`src/design/pfg_pkg.sv`:
```
// Shared types and constants for the playfield pixel generator.
`default_nettype none
package pfg_pkg;

    // Item operation codes
    typedef enum logic [2:0] {
        OP_TICK     = 3'd0,
        OP_PF0      = 3'd1,
        OP_PF1      = 3'd2,
        OP_PF2      = 3'd3,
        OP_CTRL     = 3'd4,
        OP_PF_COLOR = 3'd5,
        OP_P0_COLOR = 3'd6,
        OP_P1_COLOR = 3'd7
    } t_opcode;

    // Configuration register indexes
    typedef enum logic [2:0] {
        CFG_COLL_MASK_OFF = 3'd0,
        CFG_COLL_ENABLED  = 3'd1,
        CFG_PF_ENABLED    = 3'd2,
        CFG_DEBUG_ON      = 3'd3,
        CFG_DEBUG_COLOR   = 3'd4
    } t_cfg_index;

    localparam int unsigned PATTERN_W   = 20;

    localparam logic [PATTERN_W-1:0] KEEP_PF0 = 20'hFFFF0;
    localparam logic [PATTERN_W-1:0] KEEP_PF1 = 20'hFF00F;
    localparam logic [PATTERN_W-1:0] KEEP_PF2 = 20'h00FFF;

    localparam logic [15:0] MASK_ALL_ON  = 16'hFFFF;
    localparam logic [15:0] MASK_PF_BIT  = 16'h8000;

    localparam logic [7:0] X_LEFT_START  = 8'd0;
    localparam logic [7:0] X_RIGHT_START = 8'd80;
    localparam logic [7:0] X_LINE_END    = 8'd160;
    localparam logic [5:0] MIRROR_BASE   = 6'd39;
    localparam logic [5:0] HALF_CELLS    = 6'd20;

    localparam logic [2:0] CTRL_SCORE_FIELD = 3'h6;
    localparam logic [2:0] CTRL_SCORE_CODE  = 3'h2;

    // Configuration register contents
    typedef struct packed {
        logic [15:0] coll_mask_off;
        logic        coll_enabled;
        logic        pf_enabled;
        logic        debug_on;
        logic [7:0]  debug_color;
    } t_cfg;

    // Video register state handed to the sampler and output stage
    typedef struct packed {
        logic [PATTERN_W-1:0] line_pattern;
        logic                 reflect_ctrl;
        logic [7:0]           color_left;
        logic [7:0]           color_right;
    } t_vid_status;

endpackage
`default_nettype wire

```
`src/design/pfg_if.sv`:
```
// Handshake channel interfaces for items, results and configuration writes.
`default_nettype none
interface pfg_item_if;
    logic       valid;
    logic       ready;
    logic [2:0] opcode;
    logic [7:0] data_value;
    logic [7:0] beam_x;

    modport source (output valid, opcode, data_value, beam_x, input ready);
    modport sink   (input valid, opcode, data_value, beam_x, output ready);
endinterface

interface pfg_result_if;
    logic        valid;
    logic        ready;
    logic        pixel_on;
    logic [15:0] collision_mask;
    logic [7:0]  color_left;
    logic [7:0]  color_right;

    modport source (output valid, pixel_on, collision_mask, color_left, color_right,
                    input ready);
    modport sink   (input valid, pixel_on, collision_mask, color_left, color_right,
                    output ready);
endinterface

interface pfg_cfg_if;
    logic        valid;
    logic        ready;
    logic [2:0]  index;
    logic [15:0] data;

    modport source (output valid, index, data, input ready);
    modport sink   (input valid, index, data, output ready);
endinterface
`default_nettype wire

```
`src/design/pfg_cfg_regs.sv`:
```
// Configuration register file written through the configuration channel.
`default_nettype none
module pfg_cfg_regs (
    input  wire                     i_clk,
    input  wire                     i_rst_n,
    input  wire                     i_wr_en,
    input  wire [2:0]               i_wr_index,
    input  wire [15:0]              i_wr_data,
    output pfg_pkg::t_cfg           o_cfg
);
    pfg_pkg::t_cfg r_cfg;
    pfg_pkg::t_cfg n_cfg;

    // Decode the write; indexes past the list are dropped
    always_comb begin
        n_cfg = r_cfg;
        if (i_wr_en) begin
            case (pfg_pkg::t_cfg_index'(i_wr_index))
                pfg_pkg::CFG_COLL_MASK_OFF: n_cfg.coll_mask_off = i_wr_data;
                pfg_pkg::CFG_COLL_ENABLED:  n_cfg.coll_enabled  = i_wr_data[0];
                pfg_pkg::CFG_PF_ENABLED:    n_cfg.pf_enabled    = i_wr_data[0];
                pfg_pkg::CFG_DEBUG_ON:      n_cfg.debug_on      = i_wr_data[0];
                pfg_pkg::CFG_DEBUG_COLOR:   n_cfg.debug_color   = i_wr_data[7:0];
                default: ;
            endcase
        end
    end

    always_ff @(posedge i_clk) begin
        if (!i_rst_n) begin
            r_cfg.coll_mask_off <= '0;
            r_cfg.coll_enabled  <= 1'b1;
            r_cfg.pf_enabled    <= 1'b1;
            r_cfg.debug_on      <= 1'b0;
            r_cfg.debug_color   <= '0;
        end else begin
            r_cfg <= n_cfg;
        end
    end

    assign o_cfg = r_cfg;
endmodule
`default_nettype wire

```
`src/design/pfg_video_regs.sv`:
```
// Playfield pattern, control and color registers updated by write items.
`default_nettype none
module pfg_video_regs (
    input  wire                     i_clk,
    input  wire                     i_rst_n,
    input  wire                     i_accept,
    input  wire [2:0]               i_opcode,
    input  wire [7:0]               i_data_value,
    input  pfg_pkg::t_cfg           i_cfg,
    output pfg_pkg::t_vid_status    o_status
);
    logic [pfg_pkg::PATTERN_W-1:0] r_line_pattern, n_line_pattern;
    logic       r_reflect_ctrl, n_reflect_ctrl;
    logic       r_score_mode,   n_score_mode;
    logic [7:0] r_object_color, n_object_color;
    logic [7:0] r_p0_color,     n_p0_color;
    logic [7:0] r_p1_color,     n_p1_color;
    logic [7:0] data_rev;

    assign data_rev = {<<{i_data_value}};

    // Register write decode
    always_comb begin
        n_line_pattern = r_line_pattern;
        n_reflect_ctrl = r_reflect_ctrl;
        n_score_mode   = r_score_mode;
        n_object_color = r_object_color;
        n_p0_color     = r_p0_color;
        n_p1_color     = r_p1_color;
        if (i_accept) begin
            case (pfg_pkg::t_opcode'(i_opcode))
                pfg_pkg::OP_TICK: ;
                pfg_pkg::OP_PF0:
                    n_line_pattern = (r_line_pattern & pfg_pkg::KEEP_PF0)
                                   | {16'd0, i_data_value[7:4]};
                pfg_pkg::OP_PF1:
                    n_line_pattern = (r_line_pattern & pfg_pkg::KEEP_PF1)
                                   | {8'd0, data_rev, 4'd0};
                pfg_pkg::OP_PF2:
                    n_line_pattern = (r_line_pattern & pfg_pkg::KEEP_PF2)
                                   | {i_data_value, 12'd0};
                pfg_pkg::OP_CTRL: begin
                    n_reflect_ctrl = i_data_value[0];
                    n_score_mode   = ((i_data_value[2:0] & pfg_pkg::CTRL_SCORE_FIELD)
                                      == pfg_pkg::CTRL_SCORE_CODE);
                end
                pfg_pkg::OP_PF_COLOR: n_object_color = i_data_value;
                pfg_pkg::OP_P0_COLOR: n_p0_color     = i_data_value;
                default:              n_p1_color     = i_data_value;
            endcase
        end
    end

    always_ff @(posedge i_clk) begin
        if (!i_rst_n) begin
            r_line_pattern <= '0;
            r_reflect_ctrl <= 1'b0;
            r_score_mode   <= 1'b0;
            r_object_color <= '0;
            r_p0_color     <= '0;
            r_p1_color     <= '0;
        end else begin
            r_line_pattern <= n_line_pattern;
            r_reflect_ctrl <= n_reflect_ctrl;
            r_score_mode   <= n_score_mode;
            r_object_color <= n_object_color;
            r_p0_color     <= n_p0_color;
            r_p1_color     <= n_p1_color;
        end
    end

    // Pattern and reflect are unchanged by a tick; colors follow the write at once
    always_comb begin
        o_status.line_pattern = r_line_pattern;
        o_status.reflect_ctrl = r_reflect_ctrl;
        if (i_cfg.debug_on) begin
            o_status.color_left  = i_cfg.debug_color;
            o_status.color_right = i_cfg.debug_color;
        end else if (n_score_mode) begin
            o_status.color_left  = n_p0_color;
            o_status.color_right = n_p1_color;
        end else begin
            o_status.color_left  = n_object_color;
            o_status.color_right = n_object_color;
        end
    end
endmodule
`default_nettype wire

```
`src/design/pfg_sampler.sv`:
```
// Beam sampler: reflect latch, pattern bit select and held pixel/collision mask.
`default_nettype none
module pfg_sampler (
    input  wire                     i_clk,
    input  wire                     i_rst_n,
    input  wire                     i_tick,
    input  wire [7:0]               i_beam_x,
    input  pfg_pkg::t_cfg           i_cfg,
    input  pfg_pkg::t_vid_status    i_status,
    output logic                    o_pixel_on,
    output logic [15:0]             o_collision_mask
);
    logic        r_reflect_latched, n_reflect_latched;
    logic        r_held_pixel,      n_held_pixel;
    logic [15:0] r_held_coll,       n_held_coll;
    logic        latch_pos;
    logic        sample_pos;
    logic [5:0]  col_idx;
    logic [5:0]  bit_sel;
    logic        pix;

    assign latch_pos  = (i_beam_x == pfg_pkg::X_LEFT_START)
                     || (i_beam_x == pfg_pkg::X_RIGHT_START);
    assign sample_pos = (i_beam_x[1:0] == 2'b00);
    assign col_idx    = i_beam_x[7:2];

    // Reflect latch is taken before the sample at the same position
    assign n_reflect_latched = (i_tick && latch_pos) ? i_status.reflect_ctrl
                                                      : r_reflect_latched;

    // Pattern bit for this position: left as stored, right repeated or mirrored
    always_comb begin
        if (i_beam_x < pfg_pkg::X_RIGHT_START) begin
            bit_sel = col_idx;
        end else if (n_reflect_latched) begin
            bit_sel = pfg_pkg::MIRROR_BASE - col_idx;
        end else begin
            bit_sel = col_idx - pfg_pkg::HALF_CELLS;
        end
        pix = 1'b0;
        if (i_beam_x < pfg_pkg::X_LINE_END && i_cfg.pf_enabled
            && bit_sel < 6'(pfg_pkg::PATTERN_W)) begin
            pix = i_status.line_pattern[bit_sel[4:0]];
        end
    end

    // Held pixel and mask change only on a sampled tick
    always_comb begin
        n_held_pixel = r_held_pixel;
        n_held_coll  = r_held_coll;
        if (i_tick && sample_pos) begin
            n_held_pixel = pix;
            if (!pix) begin
                n_held_coll = i_cfg.coll_mask_off;
            end else if (i_cfg.coll_enabled) begin
                n_held_coll = pfg_pkg::MASK_ALL_ON;
            end else begin
                n_held_coll = pfg_pkg::MASK_PF_BIT | i_cfg.coll_mask_off;
            end
        end
    end

    always_ff @(posedge i_clk) begin
        if (!i_rst_n) begin
            r_reflect_latched <= 1'b0;
            r_held_pixel      <= 1'b0;
            r_held_coll       <= '0;
        end else begin
            r_reflect_latched <= n_reflect_latched;
            r_held_pixel      <= n_held_pixel;
            r_held_coll       <= n_held_coll;
        end
    end

    assign o_pixel_on       = n_held_pixel;
    assign o_collision_mask = n_held_coll;
endmodule
`default_nettype wire

```
`src/design/playfield_pixel_generator_top.sv`:
```
// Top level of the playfield pixel generator: channels, state and result register.
// The output register captures the result of each item as the item is accepted.
// Throughput: one item per cycle while input ready is high; ready holds while the result register is
// empty or being drained, so a result left waiting and not taken stops the next transaction.
// Configuration writes are registered in the configuration register file; the config channel is always ready.
// Reset (synchronous, active low) clears the configuration, video and sampler state and the result register valid;
// collisions_enabled and playfield_enabled come out of reset as 1.
`default_nettype none
module playfield_pixel_generator_top (
    input  wire         i_clk,
    input  wire         i_rst_n,
    pfg_item_if.sink    i_item,
    pfg_cfg_if.sink     i_cfg,
    pfg_result_if.source o_result
);
    pfg_pkg::t_cfg        cfg;
    pfg_pkg::t_vid_status status;
    logic                 item_accept;
    logic                 tick;
    logic                 n_pixel_on;
    logic [15:0]          n_collision_mask;

    logic                 r_out_valid;
    logic                 r_pixel_on;
    logic [15:0]          r_collision_mask;
    logic [7:0]           r_color_left;
    logic [7:0]           r_color_right;

    assign i_cfg.ready  = 1'b1;
    assign i_item.ready = !r_out_valid || o_result.ready;
    assign item_accept  = i_item.valid && i_item.ready;
    assign tick         = item_accept
                       && (pfg_pkg::t_opcode'(i_item.opcode) == pfg_pkg::OP_TICK);

    pfg_cfg_regs u_cfg_regs (
        .i_clk      (i_clk),
        .i_rst_n    (i_rst_n),
        .i_wr_en    (i_cfg.valid),
        .i_wr_index (i_cfg.index),
        .i_wr_data  (i_cfg.data),
        .o_cfg      (cfg)
    );

    pfg_video_regs u_video_regs (
        .i_clk        (i_clk),
        .i_rst_n      (i_rst_n),
        .i_accept     (item_accept),
        .i_opcode     (i_item.opcode),
        .i_data_value (i_item.data_value),
        .i_cfg        (cfg),
        .o_status     (status)
    );

    pfg_sampler u_sampler (
        .i_clk            (i_clk),
        .i_rst_n          (i_rst_n),
        .i_tick           (tick),
        .i_beam_x         (i_item.beam_x),
        .i_cfg            (cfg),
        .i_status         (status),
        .o_pixel_on       (n_pixel_on),
        .o_collision_mask (n_collision_mask)
    );

    // Result register valid
    always_ff @(posedge i_clk) begin
        if (!i_rst_n) begin
            r_out_valid <= 1'b0;
        end else if (item_accept) begin
            r_out_valid <= 1'b1;
        end else if (o_result.ready) begin
            r_out_valid <= 1'b0;
        end
    end

    // Result payload
    always_ff @(posedge i_clk) begin
        if (item_accept) begin
            r_pixel_on       <= n_pixel_on;
            r_collision_mask <= n_collision_mask;
            r_color_left     <= status.color_left;
            r_color_right    <= status.color_right;
        end
    end

    assign o_result.valid          = r_out_valid;
    assign o_result.pixel_on       = r_pixel_on;
    assign o_result.collision_mask = r_collision_mask;
    assign o_result.color_left     = r_color_left;
    assign o_result.color_right    = r_color_right;
endmodule
`default_nettype wire

```
`src/flat_wrapper.sv`:
```
// flat-port wrapper written by rule: the top's interface ports become plain ports
module playfield_pixel_generator_top_flat 
  (i_clk, i_rst_n, i_item_valid, i_item_opcode, i_item_data_value, i_item_beam_x, i_item_ready, i_cfg_valid, i_cfg_index, i_cfg_data, i_cfg_ready, o_result_valid, o_result_pixel_on, o_result_collision_mask, o_result_color_left, o_result_color_right, o_result_ready);
  pfg_item_if i_item_i ();
  pfg_cfg_if i_cfg_i ();
  pfg_result_if o_result_i ();
  input  wire i_clk;
  input  wire i_rst_n;
  input wire logic [$bits(i_item_i.valid)-1:0] i_item_valid;
  input wire logic [$bits(i_item_i.opcode)-1:0] i_item_opcode;
  input wire logic [$bits(i_item_i.data_value)-1:0] i_item_data_value;
  input wire logic [$bits(i_item_i.beam_x)-1:0] i_item_beam_x;
  output wire logic [$bits(i_item_i.ready)-1:0] i_item_ready;
  input wire logic [$bits(i_cfg_i.valid)-1:0] i_cfg_valid;
  input wire logic [$bits(i_cfg_i.index)-1:0] i_cfg_index;
  input wire logic [$bits(i_cfg_i.data)-1:0] i_cfg_data;
  output wire logic [$bits(i_cfg_i.ready)-1:0] i_cfg_ready;
  output wire logic [$bits(o_result_i.valid)-1:0] o_result_valid;
  output wire logic [$bits(o_result_i.pixel_on)-1:0] o_result_pixel_on;
  output wire logic [$bits(o_result_i.collision_mask)-1:0] o_result_collision_mask;
  output wire logic [$bits(o_result_i.color_left)-1:0] o_result_color_left;
  output wire logic [$bits(o_result_i.color_right)-1:0] o_result_color_right;
  input wire logic [$bits(o_result_i.ready)-1:0] o_result_ready;
  assign i_item_i.valid = i_item_valid;
  assign i_item_i.opcode = i_item_opcode;
  assign i_item_i.data_value = i_item_data_value;
  assign i_item_i.beam_x = i_item_beam_x;
  assign i_item_ready = i_item_i.ready;
  assign i_cfg_i.valid = i_cfg_valid;
  assign i_cfg_i.index = i_cfg_index;
  assign i_cfg_i.data = i_cfg_data;
  assign i_cfg_ready = i_cfg_i.ready;
  assign o_result_valid = o_result_i.valid;
  assign o_result_pixel_on = o_result_i.pixel_on;
  assign o_result_collision_mask = o_result_i.collision_mask;
  assign o_result_color_left = o_result_i.color_left;
  assign o_result_color_right = o_result_i.color_right;
  assign o_result_i.ready = o_result_ready;
  playfield_pixel_generator_top u_core (.i_clk(i_clk), .i_rst_n(i_rst_n), .i_item(i_item_i), .i_cfg(i_cfg_i), .o_result(o_result_i));
endmodule
```
`config.mk`:
```
export PLATFORM = sky130hd
export DESIGN_NAME = playfield_pixel_generator_top_flat
export DESIGN_NICKNAME = d
export VERILOG_FILES = /design/src/design/pfg_pkg.sv /design/src/design/pfg_if.sv /design/src/design/pfg_cfg_regs.sv /design/src/design/pfg_video_regs.sv /design/src/design/pfg_sampler.sv /design/src/design/playfield_pixel_generator_top.sv /design/src/flat_wrapper.sv
export SDC_FILE = /design/constraint.sdc
export NUM_CORES = 1
export LEC_CHECK = 0
export ABC_AREA = 1
export BUFFER_PORTS_ARGS = -buffer_cell sky130_fd_sc_hd__buf_2
export CAP_MARGIN = 5
export CORE_MARGIN = 3
export CORE_UTILIZATION = 27
export DETAILED_ROUTE_END_ITERATION = 6
export GPL_TIMING_DRIVEN = 0
export PLACE_DENSITY = 0.44
export REMOVE_ABC_BUFFERS = 1
export SYNTH_ARGS = -nofsm -noshare
export SYNTH_HDL_FRONTEND = slang
export SYNTH_SLANG_ARGS = --single-unit
```
`constraint.sdc`:
```
create_clock -name i_clk -period 3.3 [get_ports i_clk]
set_clock_uncertainty 0.05 [all_clocks]
set_input_delay 0.66 -clock i_clk [delete_from_list [all_inputs] [get_ports i_clk]]
set_output_delay 0.66 -clock i_clk [all_outputs]
set_load 0.1 [all_outputs]
```
## After elaboration in Yosys (flattened, before gate mapping)

Index checks and enable logic that the tools add are counted.

| word-level totals | value |
|---|---|
| flip-flop bits (word level) | 125 |
| bits in latches | 0 |
| memory bits (writable) | 0 |
| bits in read-only memories | 0 |
| bits of input ports | 43 |
| output and inout bits | 36 |
| logic and storage cells | 86 |
| memories | 0 |

| operators by class | value |
|---|---|
| $add $sub $neg | 2 |
| $mul | 0 |
| divide/modulo/power cells | 0 |
| $lt $le $gt $ge | 4 |
| eq/ne operators | 12 |
| shifts and indexed selects | 0 |
| muxes and demuxes | 23 |
| bitwise operators | 3 |
| reductions and logical operators | 23 |

Operator list:

| operator | count |
|---|---|
| two-way mux 16 bit | 4 |
| one-hot mux 20 bit (3 select lines) | 1 |
| two-way mux 8 bit | 6 |
| OR 12 x 20 -> 20 bit | 1 |
| OR 20 x 12 -> 20 bit | 1 |
| OR 20 x 4 -> 20 bit | 1 |
| two-way mux 15 bit | 1 |
| AND reduction 2 bit | 7 |
| == test 3 x 2 -> 1 bit, second input constant | 4 |
| == test 3 bit, second input constant | 4 |
| two-way mux 6 bit | 2 |
| == test 8 x 7 -> 1 bit, second input constant | 1 |
| zero test 8 bit | 1 |
| < comparator 8 x 7 -> 1 bit, second input constant | 1 |
| < comparator 8 bit, second input constant | 1 |
| two-way mux 1 bit | 8 |
| OR reduction 7 bit | 1 |
| == test 3 x 1 -> 1 bit, second input constant | 2 |
| logical AND 1 bit | 6 |
| zero test 3 bit | 2 |
| < comparator 5 x 6 -> 1 bit, second input constant | 1 |
| < comparator 6 x 5 -> 1 bit, second input constant | 1 |
| subtractor 6 x 5 -> 6 bit, second input constant | 1 |
| subtractor 6 bit, first input constant | 1 |
| other kinds (7) | 8 |

## Depth between registers and ports, before layout

Gate-level depths: netlist (run 1).

| depth | value |
|---|---|
| depth in word-level cells | 13 |
| depth in mapped cells | 20 |
| depth with buffers taken out | 19 |

## Modules after synthesis

A second synthesis (run 1) with hierarchy kept.

| second synthesis, totals | value |
|---|---|
| cells, all modules | 765 |
| area, all modules | 5,939.4 µm² |

By module, submodules not included:

| module | times used | cells an instance | area an instance (µm²) | seq. area each (µm²) |
|---|---|---|---|---|
| pfg_video_regs | 1 | 317 | 2,064.5 | 920.9 |
| pfg_sampler | 1 | 226 | 1,547.7 | 360.3 |
| pfg_cfg_regs | 1 | 175 | 1,255.0 | 540.5 |
| playfield_pixel_generator_top | 1 | 47 | 1,072.3 | 1,011.0 |

## Least setup slack after synthesis (run 1)

No wires, ideal clock.

| path | value |
|---|---|
| path type | register to register |
| from | register u_core.r_out_valid (netlist: u_core.o_result.valid) |
| to | register u_core.r_collision_mask[10] (netlist: u_core.o_result.collision_mask[10]), data pin |
| library setup time | 0.252 ns |
| data arrival time | 3.530 ns |
| data required time | 2.998 ns |
| path slack | -0.532 ns |
| cell stages (with the launch flop) | 19 |
| buffers on the path | 1 |
| clock period less this slack | 3.832 ns |
| cell sequence | dfxtp_1 > nand2_1 > nand2_1 > nor2_4 > nand3_4 > nand2_1 > inv_2 > nand3_1 > nand2_1 > nand3_1 > nand3_1 > nand3_1 > nand2_1 > nand2_1 > nand3_4 > buf_6 > nand2_1 > nand2_1 > inv_1 |

| on the way | value |
|---|---|
| longest elaborated chain between the ends | 13 |
| elaborated cells on any way between the ends | 16 |
| classes of those cells | order compare: 1; mux: 8; reduce/logical: 7 |

Ends and longest elaborated chain:

| item | line | text |
|---|---|---|
| start, declared | playfield_pixel_generator_top.sv:23 | `logic r_out_valid;` |
| start signal, assigned | playfield_pixel_generator_top.sv:68 | `r_out_valid <= 1'b0;` |
| start signal, assigned | playfield_pixel_generator_top.sv:70 | `r_out_valid <= 1'b1;` |
| start signal, assigned | playfield_pixel_generator_top.sv:72 | `r_out_valid <= 1'b0;` |
| zero test 1 bit (*) | playfield_pixel_generator_top.sv:30 | `assign i_item.ready = !r_out_valid \|\| o_result.ready;` |
| logical OR 1 bit (*) | playfield_pixel_generator_top.sv:30 |  |
| via i_item_ready | flat_wrapper.sv:13 | `output wire logic [$bits(i_item_i.ready)-1:0] i_item_ready;` |
| logical AND 1 bit (*) | playfield_pixel_generator_top.sv:31 | `assign item_accept = i_item.valid && i_item.ready;` |
| logical AND 1 bit (*) | playfield_pixel_generator_top.sv:33 | `&& (pfg_pkg::t_opcode'(i_item.opcode) == pfg_pkg::OP_TICK);` |
| logical AND 1 bit | pfg_sampler.sv:28 | `assign n_reflect_latched = (i_tick && latch_pos) ? i_status.reflect_ctrl` |
| two-way mux 1 bit | pfg_sampler.sv:28 |  |
| two-way mux 6 bit | pfg_sampler.sv:35 | `end else if (n_reflect_latched) begin` |
| two-way mux 6 bit | pfg_sampler.sv:33 | `if (i_beam_x < pfg_pkg::X_RIGHT_START) begin` |
| binary-select mux 1 bit (select 5 bit) / < comparator 6 x 5 -> 1 bit (equally long branches) | pfg_sampler.sv:43, pfg_sampler.sv:42 |  |
| two-way mux 1 bit (implied by the code) / logical AND 1 bit (equally long branches) | pfg_sampler.sv:43, pfg_sampler.sv:42 |  |
| two-way mux 1 bit | pfg_sampler.sv:41 | `if (i_beam_x < pfg_pkg::X_LINE_END && i_cfg.pf_enabled` |
| two-way mux 16 bit | pfg_sampler.sv:53 | `if (!pix) begin` |
| two-way mux 16 bit (*) | pfg_sampler.sv:51 | `if (i_tick && sample_pos) begin` |
| via u_core.n_collision_mask[10] | playfield_pixel_generator_top.sv:21 | `logic [15:0] n_collision_mask;` |
| end signal, assigned | playfield_pixel_generator_top.sv:80 | `r_collision_mask <= n_collision_mask;` |
| end, declared | playfield_pixel_generator_top.sv:25 | `logic [15:0] r_collision_mask;` |

The timed path passes the listed nets; every way through them passes the cells marked *. The select of a mux whose other input is x is not followed.
A chain may end at the register's enable or synchronous reset.

## Worst setup path in the final report (run 1)

| path | value |
|---|---|
| from | input port i_item_beam_x[5] |
| to | register u_core.r_collision_mask[3] (netlist: u_core.o_result.collision_mask[3]), data pin |

| on the way | value |
|---|---|
| longest elaborated chain between the ends | 11 |
| elaborated cells on any way between the ends | 19 |
| classes of those cells | add/sub: 2; order compare: 3; eq/ne: 1; mux: 8; reduce/logical: 5 |

Ends and longest elaborated chain:

| item | line | text |
|---|---|---|
| start, declared | flat_wrapper.sv:12 | `input wire logic [$bits(i_item_i.beam_x)-1:0] i_item_beam_x;` |
| parallel branches: the longest is 8 deep, another holds subtractor 6 x 5 -> 6 bit | -- |  |
| two-way mux 1 bit (*) | pfg_sampler.sv:41 |  |
| two-way mux 16 bit (*) | pfg_sampler.sv:53 |  |
| two-way mux 16 bit (*) | pfg_sampler.sv:51 |  |
| via u_core.n_collision_mask[3] | playfield_pixel_generator_top.sv:21 |  |

Mark *: on every way through the listed nets, which the timed path passes. The select of a mux whose other input is x is not followed.

==> results.md, run 1 <==
- Initial antenna violation count: 1
- Area delta synth->final: 22.3%
- Largest net degree at the start of global routing: 48
- Worst-path cell chain: buf_2 > inv_1 > ha_1 > nand3_1 > a21oi_4 > nand2_2 > nand2_4 > nand2_1 > inv_2 > nand3_1 > nand2_1 > nand3_1 > nand3_1 > nand3_1 > nand2_1 > nand2_1 > nand3_4 > nand2_1 > nand2_1 > inv_1
- Gr ovfl total: 0
- Die ar.: 21900 um^2
- Outcome: complete, no violations
- Final Total Pwr: 3920 uW
- Share of cells above drive strength 1: 23.8%
- Initial core utilization: 27.7%
- Area of the mapped netlist: 5430 um^2
- Routed WL: 13.6 mm
- Worst path bufs/invs: 4
- Fin cells: 1000
- Diodes inserted: 0
- Cell variety after synth: 35
- Number of synthesized register bits: 125
- Worst relative slew slack: 35.6%
- Crit-path slowest cell: a21oi_4
- Placed insts: 968
- First drt pass iteration count: 4
- Worst-path clk slew: 50 ps
- Worst vdd ir: 0.356 mV
- Post-synth top area share: 33.9%
- Max stage delay on crit path: 220 ps
- Top-count cell post-synth: nor2_1
- Slew @ Worst Pin: 965 ps
- Synth async-reset ratio: 0%
- Min Tclk post-route: 2910 ps
- Total core area: 19600 um^2
- Top post-synthesis cells by area: dfxtp_1 34%, edfxtp_1 18%, nor2_1 8.6%
- Post-Synthesis Cells: 647
- GRT Total Usage: 12.9%
- Initial DRC count: 192
- Sequential share of the synthesized area: 52.2%
- CP dominant cell by count: nand2_1
- Final period utilization: 88.2%
- Post-CTS Setup Inserts: 0
- Routed wire per std cell: 13.6 um
- Leakage power: 0.00293 uW
- Peak Freq: 0.344 GHz
- Crit Path Max Fanout: 15
- Final hold violations: 0
- Final Max Tran Viols: 0
- Ys flop type: dfxtp_1
- Hold Buf Count CTS: 0
- Antenna Nets Post-Route: 0
- Max-cap violations: 0
- Vias: 4323
- Die H: 148 um
- Detailed placement HPWL: 9.27 mm
- Clock tree buffer depth: 2
- CTS tree: yes
- Drt drc: 0
- CP Capture Type: flip-flop
- Syn_area_per_cell: 8.39 um^2
- Yosys warning count: 0
- CP Data Required Time: 3420 ps
- GP Congestion: 0.774
- Setup Crit Path Kind: input port to flip-flop
- Vias in the first global route: 4262
- Final Net Count: 771
- Std-Cell Rows: 51
- Pwr dens: 590 nW/um^2
- Top delay family on crit path: simple AND/OR/NAND/NOR gates
- RSZ-0062 raised after global routing: false
- DIE WIDTH: 148 um
- Crit path launch type: input port
- Num CTS Buffers: 17
- First-pass GRT wire length: 21.9 mm
- # port buffers: 77
- Final-report setup violation count: 0
- # resized after CTS: 0
- Root Buffer: clkbuf_16
- H-Tree Depth: 4
- Clock sinks: 125
- IO Pins: 79
- Post-synth top cells: 125 x nor2_1, 92 x dfxtp_1, 80 x o21ai_0
- Hold Crit Class: flip-flop to flip-flop
- Area leader, netlist: dfxtp_1
- Clk_lat worst skew: 410 ps
- Core Util, Final: 33.9%
- Number of synthesized flops with an enable pin: 33
- Critical Path AT: 3030 ps
- Vias per inst: 4.32
## metal layers
metal / GRT usage [%] / up-vias / routed length [um]
met5: 0 / - / 13
met4: 3.88 / 2 / 142
met3: 3.92 / 13 / 553
met2: 20.7 / 77 / 6400
met1: 16.8 / 1990 / 6490
li1: - / 2241 / -
## tightest hold or removal path, delay by kind of cell (launching register included)
kind | cells | cell delay [ps]
compound gates | 1 | 50
buf+inv | 1 | 50
flops | 1 | 310
## path summary, 6_finish.rpt
kind	startpoint	end	slack [ps]	cells past startpoint
worst min register to register	u_core.u_cfg_regs.o_cfg[7]	u_core.u_cfg_regs.o_cfg[7]	400	2
worst min-delay path	u_core.u_cfg_regs.o_cfg[7]	u_core.u_cfg_regs.o_cfg[7]	400	2
worst max register to register	u_core.o_result.valid	u_core.o_result.color_right[6]	530	11
worst max-delay path	i_item_beam_x[5]	u_core.o_result.collision_mask[3]	390	20
## cells by family after synthesis
group	share of synthesized area (%)
DFF	52.2
buffers and inverters	6.22
AOI/OAI and AO/OA	10.7
muxes	4.05
xor gates and xnor gates	0.461
and+or+nand+nor	24.9
adders and majority gates	1.38
other	0.0690
## area by class of cell
type	count	area (um^2)
Timing Repair Buffer	77	385
Clock inverter	10	86.3
Multi-Input combinational cell	435	2260
Clock buffer	22	495
Fill cell	2096	12900
Inverter	66	248
Sequential cell	125	2830
Tap cell	265	332
## layout by cell type, fill, tap and decap left out, types with 2 or more instances in the layout
master | Yosys | routed
nor3_2 | 2 | 2
nand3b_1 | 2 | 2
o21ai_1 | 2 | 2
nor3_1 | 2 | 2
dfxtp_1 | 92 | 92
mux2i_1 | 22 | 22
nand2_1 | 78 | 78
clkinv_2 | 0 | 5
or2_2 | 15 | 15
buf_2 | 0 | 77
clkinvlp_4 | 0 | 3
clkbuf_16 | 0 | 18
nor2_1 | 125 | 125
nand3_1 | 32 | 32
o211ai_1 | 2 | 2
ha_1 | 6 | 6
inv_1 | 53 | 52
nand2_4 | 3 | 3
nor2_2 | 10 | 10
clkbuf_8 | 0 | 3
o21ai_0 | 80 | 80
nand2_2 | 17 | 17
edfxtp_1 | 33 | 33
clkinv_1 | 2 | 2
a21oi_1 | 25 | 24
inv_2 | 11 | 12
nand3_4 | 3 | 3
## per-stage QoR
| stage | setup slack [ps] | cell area [um^2] | setup TNS (ps) | hold WS, ps |
|---|---|---|---|---|
| 2_1_floorplan | -646 | 5340 | -27300 | 373 |
| 3_3_place_gp | -283 | 6060 | -5510 | 390 |
| 3_5_place_dp | -66.2 | 6060 | -627 | 393 |
| 4_1_cts | 380 | 6640 | 0 | 402 |
| 5_1_grt | 120 | 6640 | 0 | 421 |
| 6_report | 390 | 6640 | 0 | 400 |
## report_power, final
group	switching (uW)	internal (uW)	leakage, uW
clock	669	1130	0.000283
sequential	18.9	1630	0.00108
combinational	370	95.6	0.00156
total	1060	2860	0.00293
Note: power is estimated with default switching activity, not from simulation.
==> inputs of run 2 (changes only) <==
--- a/config.mk
+++ b/config.mk
@@ -8,7 +8,6 @@
 export ABC_AREA = 1
 export BUFFER_PORTS_ARGS = -buffer_cell sky130_fd_sc_hd__buf_2
 export CAP_MARGIN = 5
-export CORE_MARGIN = 3
 export CORE_UTILIZATION = 27
 export DETAILED_ROUTE_END_ITERATION = 6
 export GPL_TIMING_DRIVEN = 0
==> results.md, run 2 (synthesized netlist as in run 1, its figures left out) <==
- Setup TNS: 0 ps (unchanged)
- Outcome: complete, no violations
- Hold path cells: 2 (unchanged)
- Peak Freq: 0.340 GHz (-0.98%)
- GP Congestion: 0.774 (about the same)
- Worst relative slew slack: 34.9% (-0.71 points)
- CTS tree: yes
- Worst vdd ir: 0.368 mV (+3.4%)
- Setup Crit Path Kind: input port to flip-flop
- Die H: 144 um (-2.7%)
- Hold Crit Class: flip-flop to flip-flop
- RSZ-0062 raised after global routing: false
- Area occupied by multi-input gates: 2260 um^2 (unchanged)
- Final-report setup violation count: 0 (unchanged)
- Clk_lat worst skew: 420 ps (about the same)
- IO Pins: 79 (unchanged)
- Num CTS Buffers: 17 (unchanged)
- Largest net degree at the start of global routing: 48 (unchanged)
- # resized after CTS: 0 (unchanged)
- Hold Buf Count CTS: 0 (unchanged)
- Routed wire per std cell: 13.2 um (-2.9%)
- Hold Crit Start: u_core.u_cfg_regs.o_cfg[7]
- Hold EP: u_core.u_cfg_regs.o_cfg[7]
- Commonest non-fill, non-tap cell in the layout: nor2_1
- Sequential cell area: 2830 um^2 (unchanged)
- Detailed placement HPWL: 9.04 mm (-2.5%)
- Initial antenna violation count: 0 (-1)
- Die ar.: 20700 um^2 (-5.3%)
- Area delta synth->final: 23.7%
- Worst R2R Setup Slack: 610 ps (+80 ps)
- Clock tree buffer depth: 2 (unchanged)
- Reg2reg start: u_core.o_result.valid
- Final Max Tran Viols: 0 (unchanged)
- CP Data Required Time: 3420 ps (about the same)
- DIE WIDTH: 144 um (-2.7%)
- Max-cap violations: 0 (unchanged)
- GRT Total Usage: 13.9% (+1.0 points)
- Gr ovfl total: 0 (unchanged)
- Post-CTS Setup Inserts: 0 (unchanged)
- Std-Cell Rows: 51 (unchanged)
- Initial DRC count: 155 (-19%)
- H-Tree Depth: 4 (unchanged)
- Critical Path AT: 3060 ps (+30 ps)
- Routed WL: 13.2 mm (-2.8%)
- Worst r2r path cells: 18 (+7)
- Number of fillers in the final layout: 2094 (-0.095%)
- First-pass GRT wire length: 21.5 mm (-1.6%)
- Final Net Count: 771 (unchanged)
- Drt drc: 0 (unchanged)
- Final period utilization: 89.1% (+0.87 points)
- Commonest cells after routing, fill and taps aside: 125 x nor2_1, 92 x dfxtp_1, 80 x o21ai_0
- Vias: 4369 (+1.1%)
- Share of cells above drive strength 1: 23.9% (+0.14 points)
- Pwr dens: 620 nW/um^2 (+5.1%)
- Final hold violations: 0 (unchanged)
- Slew @ Worst Pin: 971 ps (+6.70 ps)
- Worst hold slack: 397 ps (-3.30 ps)
- # port buffers: 77 (unchanged)
- Min Tclk post-route: 2940 ps (+28.7 ps)
- Vias per inst: 4.36 (+0.96%)
- Root Buffer: clkbuf_16
- Total core area: 19600 um^2 (unchanged)
- Vias in the first global route: 4363 (+2.4%)
- Clock sinks: 125 (unchanged)
- Antenna Nets Post-Route: 0 (unchanged)
- Leakage power: 0.00295 uW (+0.76%)
- First drt pass iteration count: 6 (+2)
- Crit Path Max Fanout: 15 (unchanged)
- Worst-path clk slew: 60 ps (about the same)
- CP Capture Type: flip-flop
- Initial core utilization: 27.7% (unchanged)
- Crit path launch type: input port
- Reg2reg end: u_core.o_result.collision_mask[11]
run 2: area by class of cell:
class                   instances  area share [%]
inverters                      66            3.69
diodes                          1          0.0372
clock inverters                14            3.20
repair buffers                 77            5.74
clock buffers                  18            6.54
multi-input cells             435            33.7
flip-flops and latches        125            42.2
well taps                     265            4.93
run 2: per-stage QoR:
stage	worst slack [ps]	cells	power, uW	area [um^2]	utilization, %
after detailed placement	-80.2	968	2150	6060	30.9
after global routing	107	1000	4330	6720	34.3
after floorplan	-646	626	2020	5340	-
after CTS	359	1000	4220	6720	34.3
final	361	1001	4170	6720	34.3
after global placement	-266	968	2150	6060	30.9
run 2: how the worst max path moves through the flow:
stage          slack [ps]                                 end  cells after the start                  start
2_1_floorplan        -650       u_core.o_result.color_left[0]                      9  u_core.o_result.valid
3_3_place_gp         -270                           flip-flop                      9         o_result_ready
3_5_place_dp          -80  u_core.o_result.collision_mask[10]                     20       i_item_beam_x[5]
4_1_cts               360  u_core.o_result.collision_mask[10]                     20       i_item_beam_x[5]
5_1_grt               110   u_core.o_result.collision_mask[2]                     20       i_item_beam_x[5]
6_report              360  u_core.o_result.collision_mask[11]                     20       i_item_beam_x[5]
run 2: where the power goes:
part | internal (uW) | switching, uW | leakage, uW
combinational | 95.6 | 372 | 0.00156
clock | 1360 | 690 | 0.000305
sequential | 1630 | 18.5 | 0.00108
total | 3090 | 1080 | 0.00295
run 2: worst max-delay path, stage by stage:
cell and delay (ps):
buf_2 110, inv_1 180, ha_1 190, nand3_1 120
a21oi_4 220, nand2_2 80, nand2_4 90, nand2_1 100
inv_2 100, nand3_1 70, nand2_1 190, nand3_1 120
nand3_1 100, nand3_1 70, nand2_1 90, nand2_1 110
nand3_4 220, nand2_1 90, nand2_1 100, inv_1 40
run 2: metal layers:
layer	GRT usage, %	part of all wire (%)	vias to the layer above
met5	0	0	-
met4	5.32	1.4	0
met3	3.60	4.3	18
met2	22.8	47	82
met1	17.4	48	2018
li1	-	-	2251
==> inputs of run 3 (changes only) <==
--- a/config.mk
+++ b/config.mk
@@ -8,10 +8,10 @@
 export ABC_AREA = 1
 export BUFFER_PORTS_ARGS = -buffer_cell sky130_fd_sc_hd__buf_2
 export CAP_MARGIN = 5
-export CORE_UTILIZATION = 27
+export CORE_UTILIZATION = 57
 export DETAILED_ROUTE_END_ITERATION = 6
 export GPL_TIMING_DRIVEN = 0
-export PLACE_DENSITY = 0.44
+export PLACE_DENSITY = 0.8
 export REMOVE_ABC_BUFFERS = 1
 export SYNTH_ARGS = -nofsm -noshare
 export SYNTH_HDL_FRONTEND = slang
==> results.md, run 3 (synthesized netlist as in run 1, its figures left out) <==
- Outcome: complete, no violations
- Area occupied by multi-input gates: 2260 um^2 (-0.17%)
- CP Data Required Time: 3530 ps (+110 ps)
- Top delay family on crit path: simple AND/OR/NAND/NOR gates
- Worst relative slew slack: 39.3% (+4.4 points)
- Routed wire per std cell: 14.5 um (+10%)
- Final period utilization: 87.7% (-1.3 points)
- Largest net degree at the start of global routing: 48 (unchanged)
- Initial DRC count: 244 (+57%)
- IO Pins: 79 (unchanged)
- Final Net Count: 772 (+0.13%)
- Placement-stage cell area: 5900 um^2 (-2.7%)
- Clock tree buffer depth: 2 (unchanged)
- Setup Crit Path Kind: input port to flip-flop
- Drt drc: 0 (unchanged)
- # port buffers: 77 (unchanged)
- Area delta synth->final: 18.9%
- Worst-path cell chain: buf_2 > inv_1 > ha_1 > nand3_1 > a21oi_4 > nand2_2 > nand2_4 > nand2_1 > inv_2 > nand3_1 > nand2_1 > nand3_1 > nand3_1 > nand3_1 > nand2_1 > nand2_1 > nand3_4 > nand2_1 > nand2_1 > inv_1
- Commonest cells after routing, fill and taps aside: 125 x nor2_1, 92 x dfxtp_1, 80 x o21ai_0
- # resized after CTS: 0 (unchanged)
- Number of fillers in the final layout: 711 (-66%)
- Worst path bufs/invs: 4 (unchanged)
- Num CTS Buffers: 17 (unchanged)
- Max-cap violations: 0 (unchanged)
- Vias per inst: 5.31 (+22%)
- CTS tree: yes
- Pwr dens: 599 nW/um^2 (-3.3%)
- Initial core utilization: 58.8% (+31 points)
- Final Max Tran Viols: 0 (unchanged)
- CP dominant cell by count: nand2_1
- Crit path launch type: input port
- GP Congestion: 0.895 (+16%)
- Sequential cell area: 2830 um^2 (unchanged)
- Antenna Nets Post-Route: 0 (unchanged)
- Std-Cell Rows: 35 (-31%)
- Crit Path Max Fanout: 15 (unchanged)
- Diodes inserted: 0 (-1)
- Die ar.: 9920 um^2 (-52%)
- Max stage delay on crit path: 230 ps (about the same)
- Share of cells above drive strength 1: 23.8% (-0.17 points)
- Place WS: -80.1 ps (+0.0555 ps)
- Worst vdd ir: 0.394 mV (+7.0%)
- Routed WL: 12.6 mm (-4.9%)
- Final hold violations: 0 (unchanged)
- Worst-path clk slew: 60 ps (about the same)
- First drt pass iteration count: 5 (-1)
- Root Buffer: clkbuf_8
- Clock sinks: 125 (unchanged)
- RSZ-0062 raised after global routing: false
- Fin area: 6460 um^2 (-3.9%)
- Die H: 99.6 um (-31%)
- Post-CTS Setup Inserts: 0 (unchanged)
- Commonest non-fill, non-tap cell in the layout: nor2_1
- Critical Path AT: 3130 ps (+70 ps)
- Vias in the first global route: 4549 (+4.3%)
- Total core area: 9240 um^2 (-53%)
- Gr ovfl total: 0 (unchanged)
- Slew @ Worst Pin: 910 ps (-61.6 ps)
- DIE WIDTH: 99.6 um (-31%)
- Min Tclk post-route: 2900 ps (-43.5 ps)
- GRT Total Usage: 27.1% (+13 points)
- Clk_lat worst skew: 520 ps (+100 ps)
- Leakage power: 0.00291 uW (-1.2%)
- CP Capture Type: flip-flop
- Vias: 4595 (+5.2%)
- First-pass GRT wire length: 20.9 mm (-2.9%)
- Hold Buf Count CTS: 0 (unchanged)
- Final-report setup violation count: 0 (unchanged)
- Peak Freq: 0.345 GHz (+1.5%)
- H-Tree Depth: 4 (unchanged)
- Final worst setup slack: 405 ps (+43.5 ps)
- Detailed placement HPWL: 8.08 mm (-11%)
- Hold Crit Class: input port to flip-flop
- Initial antenna violation count: 0 (unchanged)
- Crit-path slowest cell: a21oi_4
==> run 3: cell count changes in the layout (fill, tap and decap cells not counted) <==
cell,previous run,this run
clkinv_1,2,3
diode_2,1,0
buf_4,0,1
clkbuf_16,17,16
bufinv_16,5,2
a21oi_2,1,0
clkinv_4,0,3
inv_6,2,1
a21oi_1,24,25
clkinvlp_4,5,4
clkinv_2,2,4
==> run 3: layout make-up <==
| cell class | count | area share, % |
|---|---|---|
| sequential | 125 | 43.9 |
| multi-input combinational | 435 | 35.0 |
| clock buffer | 17 | 6.41 |
| timing repair buffer | 78 | 6.08 |
| inverter | 66 | 3.84 |
| tap | 129 | 2.50 |
| clock inverter | 15 | 2.31 |
==> run 3: worst paths after layout <==
path,slack (ps),end,startpoint,cells past startpoint
worst max-delay path,400,u_core.o_result.collision_mask[4],i_item_beam_x[5],20
worst max register to register,490,u_core.o_result.color_left[6],u_core.o_result.valid,11
worst min register to register,400,u_core.u_cfg_regs.o_cfg[7],u_core.u_cfg_regs.o_cfg[7],2
worst min-delay path,340,u_core.u_cfg_regs.o_cfg[23],i_cfg_data[12],3
==> run 3: tightest hold or removal path: stages <==
cell     delay [ps]
buf_2            70
o21ai_0          70
nor2_1           80
==> run 3: through the flow <==
stage	total power [uW]	TNS [ps]	hold WS, ps	utilization [%]	std cells
2_1_floorplan	2020	-27300	373	-	626
3_3_place_gp	2130	-1010	388	63.7	832
3_5_place_dp	2140	-946	394	63.8	833
4_1_cts	3880	0	343	69.9	865
5_1_grt	3990	0	374	69.9	865
6_report	3870	0	340	69.9	865
==> run 3: report_power, final <==
group / switching, uW / internal [uW] / total [uW]
Combinational: 373 / 96.0 / 469
Sequential: 19.8 / 1630 / 1650
Clock: 684 / 1070 / 1750
Total: 1080 / 2790 / 3870
==> run 3: metal layers <==
layer	vias up	global-route usage, %	share of wire (%)
li1	2254	-	-
met1	2120	32.1	40
met2	177	46.0	50
met3	44	5.90	6.3
met4	0	14.8	3.5
met5	-	0	0
